[config.mk]
export PLATFORM = sky130hd
export DESIGN_NAME = screen_point_angle_degrees_top
export DESIGN_NICKNAME = d
export VERILOG_FILES = /design/src/design/spad_pkg.sv /design/src/design/spad_prep.sv /design/src/design/spad_cell.sv /design/src/design/spad_deg.sv /design/src/design/screen_point_angle_degrees_top.sv
export SDC_FILE = /design/constraint.sdc
export NUM_CORES = 2
export LEC_CHECK = 0
export BUFFER_PORTS_ARGS = -buffer_cell sky130_fd_sc_hd__buf_4
export CAP_MARGIN = 20
export CORE_AREA = 8 8 341 343
export DETAILED_ROUTE_END_ITERATION = 16
export DIE_AREA = 0 0 349 351
export GPL_TIMING_DRIVEN = 0
export HOLD_SLACK_MARGIN = 0.02
export PLACE_DENSITY = 0.85
export SYNTH_ARGS = -nofsm -noshare
export SYNTH_HDL_FRONTEND = slang
export SYNTH_SLANG_ARGS = --single-unit
[constraint.sdc]
create_clock -name clk_i -period 22.4 [get_ports clk_i]
set_input_delay 6.72 -clock clk_i [delete_from_list [all_inputs] [get_ports clk_i]]
set_output_delay 6.72 -clock clk_i [all_outputs]
set_load 0.02 [all_outputs]
[src/design/spad_pkg.sv]
`timescale 1ns / 1ps

package spad_pkg;

  localparam int COORD_BITS    = 12;
  localparam int CORDIC_STAGES = 16;
  localparam int TABLE_LEN     = 24;
  localparam int NUM_STAGES    = (CORDIC_STAGES < TABLE_LEN) ? CORDIC_STAGES : TABLE_LEN;
  localparam int STAGE_W       = $clog2(TABLE_LEN);

  localparam int GUARD_BITS = 8;
  localparam int DIFF_W     = COORD_BITS + 1;
  localparam int VEC_W      = DIFF_W + GUARD_BITS + 3;
  localparam int ANG_W      = 16;

  localparam int DEG_FRAC        = 30;
  localparam int DEG_W           = 23;
  localparam int PROD_W          = ANG_W + DEG_W;
  localparam int TOT_W           = PROD_W + 2;
  localparam int RES_W           = TOT_W - DEG_FRAC;
  localparam int ANGLE_W         = 9;
  localparam int HALF_TURN_DEG   = 180;
  localparam int DEG_PER_RAD_Q16 = 3754937;

  localparam logic signed [DEG_W-1:0] DEG_K = DEG_W'(DEG_PER_RAD_Q16);
  localparam logic signed [TOT_W-1:0] HALF_TURN_Q30 = TOT_W'(HALF_TURN_DEG) << DEG_FRAC;
  localparam logic signed [TOT_W-1:0] ROUND_HALF = TOT_W'(1) << (DEG_FRAC - 1);
  localparam logic signed [RES_W-1:0] RES_MAX = RES_W'(HALF_TURN_DEG);
  localparam logic signed [RES_W-1:0] RES_MIN = -RES_W'(HALF_TURN_DEG);

  localparam int CFG_IDX_W = 2;
  localparam logic [CFG_IDX_W-1:0] REG_FRAME_WIDTH  = CFG_IDX_W'(0);
  localparam logic [CFG_IDX_W-1:0] REG_FRAME_HEIGHT = CFG_IDX_W'(1);

  localparam logic [COORD_BITS-1:0] FRAME_WIDTH_RST  = COORD_BITS'(800);
  localparam logic [COORD_BITS-1:0] FRAME_HEIGHT_RST = COORD_BITS'(600);

  typedef enum logic [1:0] {
    BASE_ZERO,
    BASE_POS,
    BASE_NEG
  } base_e;

  typedef struct packed {
    logic signed [VEC_W-1:0] x;
    logic signed [VEC_W-1:0] y;
    logic signed [ANG_W-1:0] z;
    base_e                   base;
    logic                    flat;
    logic                    center;
  } cordic_t;

  function automatic logic signed [ANG_W-1:0] atan_q14(input logic [STAGE_W-1:0] idx);
    logic signed [ANG_W-1:0] val;
    case (idx)
      STAGE_W'(0):  val = ANG_W'(12868);
      STAGE_W'(1):  val = ANG_W'(7596);
      STAGE_W'(2):  val = ANG_W'(4014);
      STAGE_W'(3):  val = ANG_W'(2037);
      STAGE_W'(4):  val = ANG_W'(1023);
      STAGE_W'(5):  val = ANG_W'(512);
      STAGE_W'(6):  val = ANG_W'(256);
      STAGE_W'(7):  val = ANG_W'(128);
      STAGE_W'(8):  val = ANG_W'(64);
      STAGE_W'(9):  val = ANG_W'(32);
      STAGE_W'(10): val = ANG_W'(16);
      STAGE_W'(11): val = ANG_W'(8);
      STAGE_W'(12): val = ANG_W'(4);
      STAGE_W'(13): val = ANG_W'(2);
      STAGE_W'(14): val = ANG_W'(1);
      default:      val = '0;
    endcase
    return val;
  endfunction

endpackage

[src/design/spad_prep.sv]
`timescale 1ns / 1ps

module spad_prep (
  input  logic                             clk_i,
  input  logic                             rst_ni,
  input  logic                             valid_i,
  output logic                             ready_o,
  input  logic [spad_pkg::COORD_BITS-1:0]  point_x_i,
  input  logic [spad_pkg::COORD_BITS-1:0]  point_y_i,
  input  logic [spad_pkg::COORD_BITS-1:0]  frame_width_i,
  input  logic [spad_pkg::COORD_BITS-1:0]  frame_height_i,
  output logic                             valid_o,
  input  logic                             ready_i,
  output spad_pkg::cordic_t                data_o
);

  logic signed [spad_pkg::DIFF_W-1:0] dx;
  logic signed [spad_pkg::DIFF_W-1:0] dy;
  logic signed [spad_pkg::VEC_W-1:0]  dx_ext;
  logic signed [spad_pkg::VEC_W-1:0]  dy_ext;
  logic                               neg;
  spad_pkg::cordic_t                  data_d;
  spad_pkg::cordic_t                  data_q;
  logic                               valid_q;

  always_comb begin
    dx = $signed({1'b0, point_x_i})
       - $signed({2'b00, frame_width_i[spad_pkg::COORD_BITS-1:1]});
    dy = $signed({2'b00, frame_height_i[spad_pkg::COORD_BITS-1:1]})
       - $signed({1'b0, point_y_i});
    neg    = dx < 0;
    dx_ext = spad_pkg::VEC_W'(dx);
    dy_ext = spad_pkg::VEC_W'(dy);
    if (neg) begin
      dx_ext = -dx_ext;
      dy_ext = -dy_ext;
    end
    data_d.x      = dx_ext <<< spad_pkg::GUARD_BITS;
    data_d.y      = dy_ext <<< spad_pkg::GUARD_BITS;
    data_d.z      = '0;
    data_d.flat   = (dy == 0);
    data_d.center = (dx == 0) && (dy == 0);
    if (!neg) begin
      data_d.base = spad_pkg::BASE_ZERO;
    end else if (dy >= 0) begin
      data_d.base = spad_pkg::BASE_POS;
    end else begin
      data_d.base = spad_pkg::BASE_NEG;
    end
  end

  assign ready_o = !valid_q || ready_i;

  always_ff @(posedge clk_i or negedge rst_ni) begin
    if (!rst_ni) begin
      valid_q <= 1'b0;
    end else if (ready_o) begin
      valid_q <= valid_i;
    end
  end

  always_ff @(posedge clk_i) begin
    if (valid_i && ready_o) begin
      data_q <= data_d;
    end
  end

  assign valid_o = valid_q;
  assign data_o  = data_q;

endmodule

[src/design/spad_cell.sv]
`timescale 1ns / 1ps

module spad_cell (
  input  logic                          clk_i,
  input  logic                          rst_ni,
  input  logic [spad_pkg::STAGE_W-1:0]  stage_i,
  input  logic                          valid_i,
  output logic                          ready_o,
  input  spad_pkg::cordic_t             data_i,
  output logic                          valid_o,
  input  logic                          ready_i,
  output spad_pkg::cordic_t             data_o
);

  logic signed [spad_pkg::VEC_W-1:0] xs;
  logic signed [spad_pkg::VEC_W-1:0] ys;
  logic signed [spad_pkg::ANG_W-1:0] step_ang;
  spad_pkg::cordic_t                 data_d;
  spad_pkg::cordic_t                 data_q;
  logic                              valid_q;

  always_comb begin
    xs       = data_i.x >>> stage_i;
    ys       = data_i.y >>> stage_i;
    step_ang = spad_pkg::atan_q14(stage_i);
    data_d   = data_i;
    if (data_i.y > 0) begin
      data_d.x = data_i.x + ys;
      data_d.y = data_i.y - xs;
      data_d.z = data_i.z + step_ang;
    end else begin
      data_d.x = data_i.x - ys;
      data_d.y = data_i.y + xs;
      data_d.z = data_i.z - step_ang;
    end
  end

  assign ready_o = !valid_q || ready_i;

  always_ff @(posedge clk_i or negedge rst_ni) begin
    if (!rst_ni) begin
      valid_q <= 1'b0;
    end else if (ready_o) begin
      valid_q <= valid_i;
    end
  end

  always_ff @(posedge clk_i) begin
    if (valid_i && ready_o) begin
      data_q <= data_d;
    end
  end

  assign valid_o = valid_q;
  assign data_o  = data_q;

endmodule

[src/design/spad_deg.sv]
`timescale 1ns / 1ps

module spad_deg (
  input  logic                                clk_i,
  input  logic                                rst_ni,
  input  logic                                valid_i,
  output logic                                ready_o,
  input  spad_pkg::cordic_t                   data_i,
  output logic                                valid_o,
  input  logic                                ready_i,
  output logic signed [spad_pkg::ANGLE_W-1:0] angle_deg_o,
  output logic                                at_center_o
);

  typedef struct packed {
    logic signed [spad_pkg::PROD_W-1:0] prod;
    spad_pkg::base_e                    base;
    logic                               center;
  } deg_t;

  logic signed [spad_pkg::ANG_W-1:0]   z_eff;
  deg_t                                a_d;
  deg_t                                a_q;
  logic                                a_valid_q;
  logic                                a_ready;
  logic signed [spad_pkg::TOT_W-1:0]   base_term;
  logic signed [spad_pkg::TOT_W-1:0]   total;
  logic signed [spad_pkg::TOT_W-1:0]   shifted;
  logic signed [spad_pkg::RES_W-1:0]   res;
  logic signed [spad_pkg::ANGLE_W-1:0] angle_d;
  logic signed [spad_pkg::ANGLE_W-1:0] angle_q;
  logic                                center_q;
  logic                                b_valid_q;
  logic                                b_ready;

  always_comb begin
    z_eff     = (data_i.flat || data_i.center) ? '0 : data_i.z;
    a_d.prod  = spad_pkg::PROD_W'(z_eff) * spad_pkg::PROD_W'(spad_pkg::DEG_K);
    a_d.base  = data_i.base;
    a_d.center = data_i.center;
  end

  always_comb begin
    case (a_q.base)
      spad_pkg::BASE_POS: base_term = spad_pkg::HALF_TURN_Q30;
      spad_pkg::BASE_NEG: base_term = -spad_pkg::HALF_TURN_Q30;
      default:            base_term = '0;
    endcase
    total   = spad_pkg::TOT_W'(a_q.prod) + base_term + spad_pkg::ROUND_HALF;
    shifted = total >>> spad_pkg::DEG_FRAC;
    res     = shifted[spad_pkg::RES_W-1:0];
    if (res > spad_pkg::RES_MAX) begin
      res = spad_pkg::RES_MAX;
    end else if (res < spad_pkg::RES_MIN) begin
      res = spad_pkg::RES_MIN;
    end
    angle_d = res[spad_pkg::ANGLE_W-1:0];
  end

  assign b_ready = !b_valid_q || ready_i;
  assign a_ready = !a_valid_q || b_ready;
  assign ready_o = a_ready;

  always_ff @(posedge clk_i or negedge rst_ni) begin
    if (!rst_ni) begin
      a_valid_q <= 1'b0;
      b_valid_q <= 1'b0;
    end else begin
      if (a_ready) begin
        a_valid_q <= valid_i;
      end
      if (b_ready) begin
        b_valid_q <= a_valid_q;
      end
    end
  end

  always_ff @(posedge clk_i) begin
    if (valid_i && a_ready) begin
      a_q <= a_d;
    end
    if (a_valid_q && b_ready) begin
      angle_q  <= angle_d;
      center_q <= a_q.center;
    end
  end

  assign valid_o     = b_valid_q;
  assign angle_deg_o = angle_q;
  assign at_center_o = center_q;

endmodule

[src/design/screen_point_angle_degrees_top.sv]
`timescale 1ns / 1ps

// Channel  | Direction | Handshake                 | Payload
// ---------+-----------+---------------------------+-------------------------------
// in       | input     | in_valid_i / in_stall_o   | point_x_i, point_y_i
// out      | output    | out_valid_o / out_stall_i | angle_deg_o, at_center_o
// cfg      | input     | cfg_valid_i / cfg_ready_o | cfg_index_i, cfg_data_i
//
// One transaction per cycle sustained while out_stall_i is low; the registers in order are
// the offset register, one cell per CORDIC stage, the product and the rounding register.
// Every stage holds its own valid bit, so bubbles collapse and input is taken
// while a result waits under out_stall_i as long as some stage is empty.
// Reset clears all valid bits and loads frame 800 x 600; cfg_ready_o is always high.

module screen_point_angle_degrees_top (
  input  logic                                  clk_i,
  input  logic                                  rst_ni,
  input  logic                                  in_valid_i,
  output logic                                  in_stall_o,
  input  logic [spad_pkg::COORD_BITS-1:0]       point_x_i,
  input  logic [spad_pkg::COORD_BITS-1:0]       point_y_i,
  output logic                                  out_valid_o,
  input  logic                                  out_stall_i,
  output logic signed [spad_pkg::ANGLE_W-1:0]   angle_deg_o,
  output logic                                  at_center_o,
  input  logic                                  cfg_valid_i,
  output logic                                  cfg_ready_o,
  input  logic [spad_pkg::CFG_IDX_W-1:0]        cfg_index_i,
  input  logic [spad_pkg::COORD_BITS-1:0]       cfg_data_i
);

  logic [spad_pkg::COORD_BITS-1:0] frame_width_q;
  logic [spad_pkg::COORD_BITS-1:0] frame_height_q;
  logic                            prep_ready;

  logic              chain_valid [spad_pkg::NUM_STAGES+1];
  logic              chain_ready [spad_pkg::NUM_STAGES+1];
  spad_pkg::cordic_t chain_data  [spad_pkg::NUM_STAGES+1];

  assign cfg_ready_o = 1'b1;

  always_ff @(posedge clk_i or negedge rst_ni) begin
    if (!rst_ni) begin
      frame_width_q  <= spad_pkg::FRAME_WIDTH_RST;
      frame_height_q <= spad_pkg::FRAME_HEIGHT_RST;
    end else if (cfg_valid_i && cfg_ready_o) begin
      case (cfg_index_i)
        spad_pkg::REG_FRAME_WIDTH:  frame_width_q  <= cfg_data_i;
        spad_pkg::REG_FRAME_HEIGHT: frame_height_q <= cfg_data_i;
        default: ;
      endcase
    end
  end

  spad_prep u_prep (
    .clk_i          (clk_i),
    .rst_ni         (rst_ni),
    .valid_i        (in_valid_i),
    .ready_o        (prep_ready),
    .point_x_i      (point_x_i),
    .point_y_i      (point_y_i),
    .frame_width_i  (frame_width_q),
    .frame_height_i (frame_height_q),
    .valid_o        (chain_valid[0]),
    .ready_i        (chain_ready[0]),
    .data_o         (chain_data[0])
  );

  assign in_stall_o = !prep_ready;

  for (genvar g = 0; g < spad_pkg::NUM_STAGES; g++) begin : g_cell
    spad_cell u_cell (
      .clk_i   (clk_i),
      .rst_ni  (rst_ni),
      .stage_i (spad_pkg::STAGE_W'(g)),
      .valid_i (chain_valid[g]),
      .ready_o (chain_ready[g]),
      .data_i  (chain_data[g]),
      .valid_o (chain_valid[g+1]),
      .ready_i (chain_ready[g+1]),
      .data_o  (chain_data[g+1])
    );
  end

  spad_deg u_deg (
    .clk_i       (clk_i),
    .rst_ni      (rst_ni),
    .valid_i     (chain_valid[spad_pkg::NUM_STAGES]),
    .ready_o     (chain_ready[spad_pkg::NUM_STAGES]),
    .data_i      (chain_data[spad_pkg::NUM_STAGES]),
    .valid_o     (out_valid_o),
    .ready_i     (!out_stall_i),
    .angle_deg_o (angle_deg_o),
    .at_center_o (at_center_o)
  );

  a_center_zero : assert property (@(posedge clk_i) disable iff (!rst_ni)
    out_valid_o && at_center_o |-> angle_deg_o == '0)
    else $error("center point with nonzero angle");

  a_angle_range : assert property (@(posedge clk_i) disable iff (!rst_ni)
    out_valid_o |-> (angle_deg_o <= 9'sd180 && angle_deg_o >= -9'sd180))
    else $error("angle outside half turn");

  a_empty_takes : assert property (@(posedge clk_i) disable iff (!rst_ni)
    !chain_valid[0] |-> !in_stall_o)
    else $error("input stalled with empty first stage");

  a_free_out_moves : assert property (@(posedge clk_i) disable iff (!rst_ni)
    chain_valid[spad_pkg::NUM_STAGES] && !out_valid_o |-> chain_ready[spad_pkg::NUM_STAGES])
    else $error("last cell blocked with empty output");

endmodule

==> metrics <==
shortest period the worst path allows=approximately 15 ns; area leader, netlist=edfxtp_1; synthesized area=77000 µm²; top area cells in the synthesized netlist=edfxtp_1 (36%), ha_1 (15%), xnor2_1 (8.0%); slew at the pin closest to its max-slew limit=1.12 ns; dominant register cell in the synthesized netlist=edfxtp_1; worst setup slack for register-to-register paths=14.33 ns; Rows=123; worst clock skew on the final layout=0.0320 ns; PostCTS Resize Cnt=0; total length of routed wires=188000 µm; Synth Area per Inst=10.2 µm²; Synth top area share=36.4%; path class of the lowest-slack min-delay path=flop to flop; Clock Tree Root=clkbuf_16; Unique masters post-synth=101; wire length of the first global-routing pass=299000 µm; critical path arrival=8.74 ns; Clock H-tree levels=3; Post-DP Area=around 80000 µm²; setup repair after global routing missed its margin=no; clock slew seen by the registers of the worst setup and hold paths=0.06 ns; number of primary I/O pins=between 50 and 60; most frequent cell after synthesis=edfxtp_1; total of buffers placed on input and output ports=between 50 and 60; CTS tree=built; top post-synthesis cells by count=edfxtp_1 (934), ha_1 (933), xnor2_1 (704); status=completed; DR vias/cell=6.22; final layout net count=roughly 8900; TritonCTS buffer count=about 100; Setup Viol. Count Final=0; max-slew violation count=0; share of flip-flops with an asynchronous set or reset after synthesis=4.21%; count of warnings emitted by yosys=0; TritonRoute pass-1 iters=7; # DRC=0; required time of the worst setup path=15.68 ns; Layout Area Growth over Synthesis=7.96%; peak fanout along the critical path=5; clk sinks=975; fillcell total=7650; maximum number of pins on one net before global-route repair=68; total number of vias=roughly 58000; number of global-route vias before repair=58097; Hold Fails Final Rpt=0; final RePlAce weighted congestion=between 0.9 and 1; Vert. Die Dim=351 µm; flip-flop and latch count after synthesis=975; initial core utilization=69.2%; Post-synth EDFFs=934; post-route setup TNS=0 ns; final design area excluding fillers=a little over 80000 µm²; CTS max path bufs=3; post-route core utilization=74.7%; tightest hold margin=0.410 ns; WL/cell=20.1 µm; sequential element share of the synthesized area=37.8%; Max-cap violations=0; worst rel slew slack=25.3%; number of antenna violations at the first check in global routing=2; worst skew pair latency=0.71 ns; total of hold buffers inserted after clock tree synthesis=0; Core Footprint=roughly 110000 µm²; residual antenna-violating net count after detailed routing=0; Post-CTS Setup Bufs=0; Final period util=69.0%; layout cell share with drive strength beyond 1=4.68%; Critical Path End Type=output pin; Iteration-0 DRC Markers=about 4300; floorplan die width=349 µm; path type of the worst setup path=primary input to output pin; startpoint kind of the worst setup timing path=primary input; Cells after Synth=7562; Remaining Overflow, GRT=0; aggregate global-route resource usage=30.0%; area of the die=roughly 120000 µm²; post-detail-place hpwl=148000 µm; fmax=64.7 MHz
==> cell type report <==
class | instances | area, µm² | share of cell area [%]
clock inverter | 67 | 758 | 0.912
tap | 1500 | 1880 | 2.26
antenna | 2 | 5.00 | 0.00602
multi-input combinational | 5925 | 45500 | 54.7
clock buffer | 122 | 2670 | 3.21
timing repair buffer | 72 | 731 | 0.879
inverter | 580 | 2180 | 2.62
buffer | 85 | 348 | 0.419
sequential | 975 | 29100 | 35.0
==> metal layers <==
| metal | part of all wire, % | GRT usage, % | wire [µm] | vias to the layer above |
|---|---|---|---|---|
| li1 | - | - | - | 27858 |
| met1 | 39 | 35.5 | 74000 | 27785 |
| met2 | 51 | 54.4 | 95300 | 1854 |
| met3 | 4.9 | 3.79 | 9260 | 538 |
| met4 | 4.9 | 13.5 | 9130 | 2 |
| met5 | 0.0043 | 0 | 8 | - |
==> through the flow <==
stage	setup WS [ns]	instances
6_report	6.94	9328
5_1_grt	6.82	9326
4_1_cts	6.97	9324
3_5_place_dp	6.97	9135
3_3_place_gp	6.58	9118
2_1_floorplan	7.62	7565
==> worst max-delay path, cell delays in order <==
cell     delay [ns]
buf_4          0.11
nand4_1        0.13
inv_1          0.10
and3_1         0.27
nand2_1        0.13
nor3_1         0.22
buf_4          0.22
nand4_1        0.17
inv_1          0.18
nand3_1        0.22
inv_1          0.11
buf_4          0.14
==> cells in the final DEF, fill, tap and decap left out, types with 21 or more instances in the layout <==
cell type,netlist,final
nor3_1,197,197
o21a_1,92,92
xor2_1,319,319
inv_1,570,570
xnor2_1,704,704
dfrtp_1,34,34
nand3_1,106,106
a21oi_1,577,577
o41ai_1,43,43
clkbuf_16,0,103
a211oi_1,51,51
or3_1,70,70
a31oi_1,40,40
nor2b_1,87,84
clkbuf_1,73,90
or4_1,35,35
and3_1,57,57
a21boi_0,43,39
nand2b_1,107,107
and2_1,47,38
ha_1,933,933
edfxtp_1,934,934
a31o_2,23,23
nand2_1,445,445
o21ai_0,435,435
o31ai_1,87,87
a21o_1,202,202
buf_4,2,58
nor4_1,66,66
or2_2,27,27
a211o_1,21,21
o21bai_1,106,105
nand4_1,25,25
fa_1,161,161
nor2_1,546,546
==> worst paths after layout <==
| check | from | to | depth (start not counted) |
|---|---|---|---|
| max | out_stall_i | in_stall_o | 12 |
| min | g_cell[5].u_cell.data_o[10] | g_cell[6].u_cell.data_o[10] | 0 |
| max reg2reg | g_cell[15].u_cell.data_o[0] | u_deg.a_q[40] | 23 |
| min reg2reg | g_cell[5].u_cell.data_o[10] | g_cell[6].u_cell.data_o[10] | 0 |
| max in group asynchronous | rst_ni | g_cell[4].u_cell.valid_o | 1 |
| min in group asynchronous | rst_ni | frame_height_q[1] | 1 |
==> logic make-up (layout without fill, tap and decap cells) <==
| family | count (synthesis) | count (layout) | synth area share [%] |
|---|---|---|---|
| AO/OA/AOI/OAI | 1900 | 1900 | 15.7 |
| AND/OR/NAND/NOR | 1867 | 1867 | 11.7 |
| adder cells (fa/ha/maj) | 1094 | 1094 | 19.4 |
| XOR/XNOR | 1023 | 1023 | 11.6 |
| flip-flops | 975 | 975 | 37.8 |
| buffers and inverters | 665 | 926 | 3.28 |
| multiplexers | 36 | 36 | 0.502 |
| other | 2 | 7 | 0.00976 |
==> registers in the layout, summed over array words and instances, names as in the netlist <==
signal                 cells
u_deg.at_center_o          1
u_prep.valid_o             1
frame_height_q            11
u_deg.a_q                 13
g_cell.u_cell.valid_o     16
u_prep.data_o             36
u_deg.valid_o              1
u_deg.a_valid_q            1
g_cell.u_cell.data_o     875
frame_width_q             11
u_deg.angle_deg_o          9
Power is left out: the tool's default activity adds up to more than one toggle a clock period on the data nets, which glitch-free logic cannot reach.
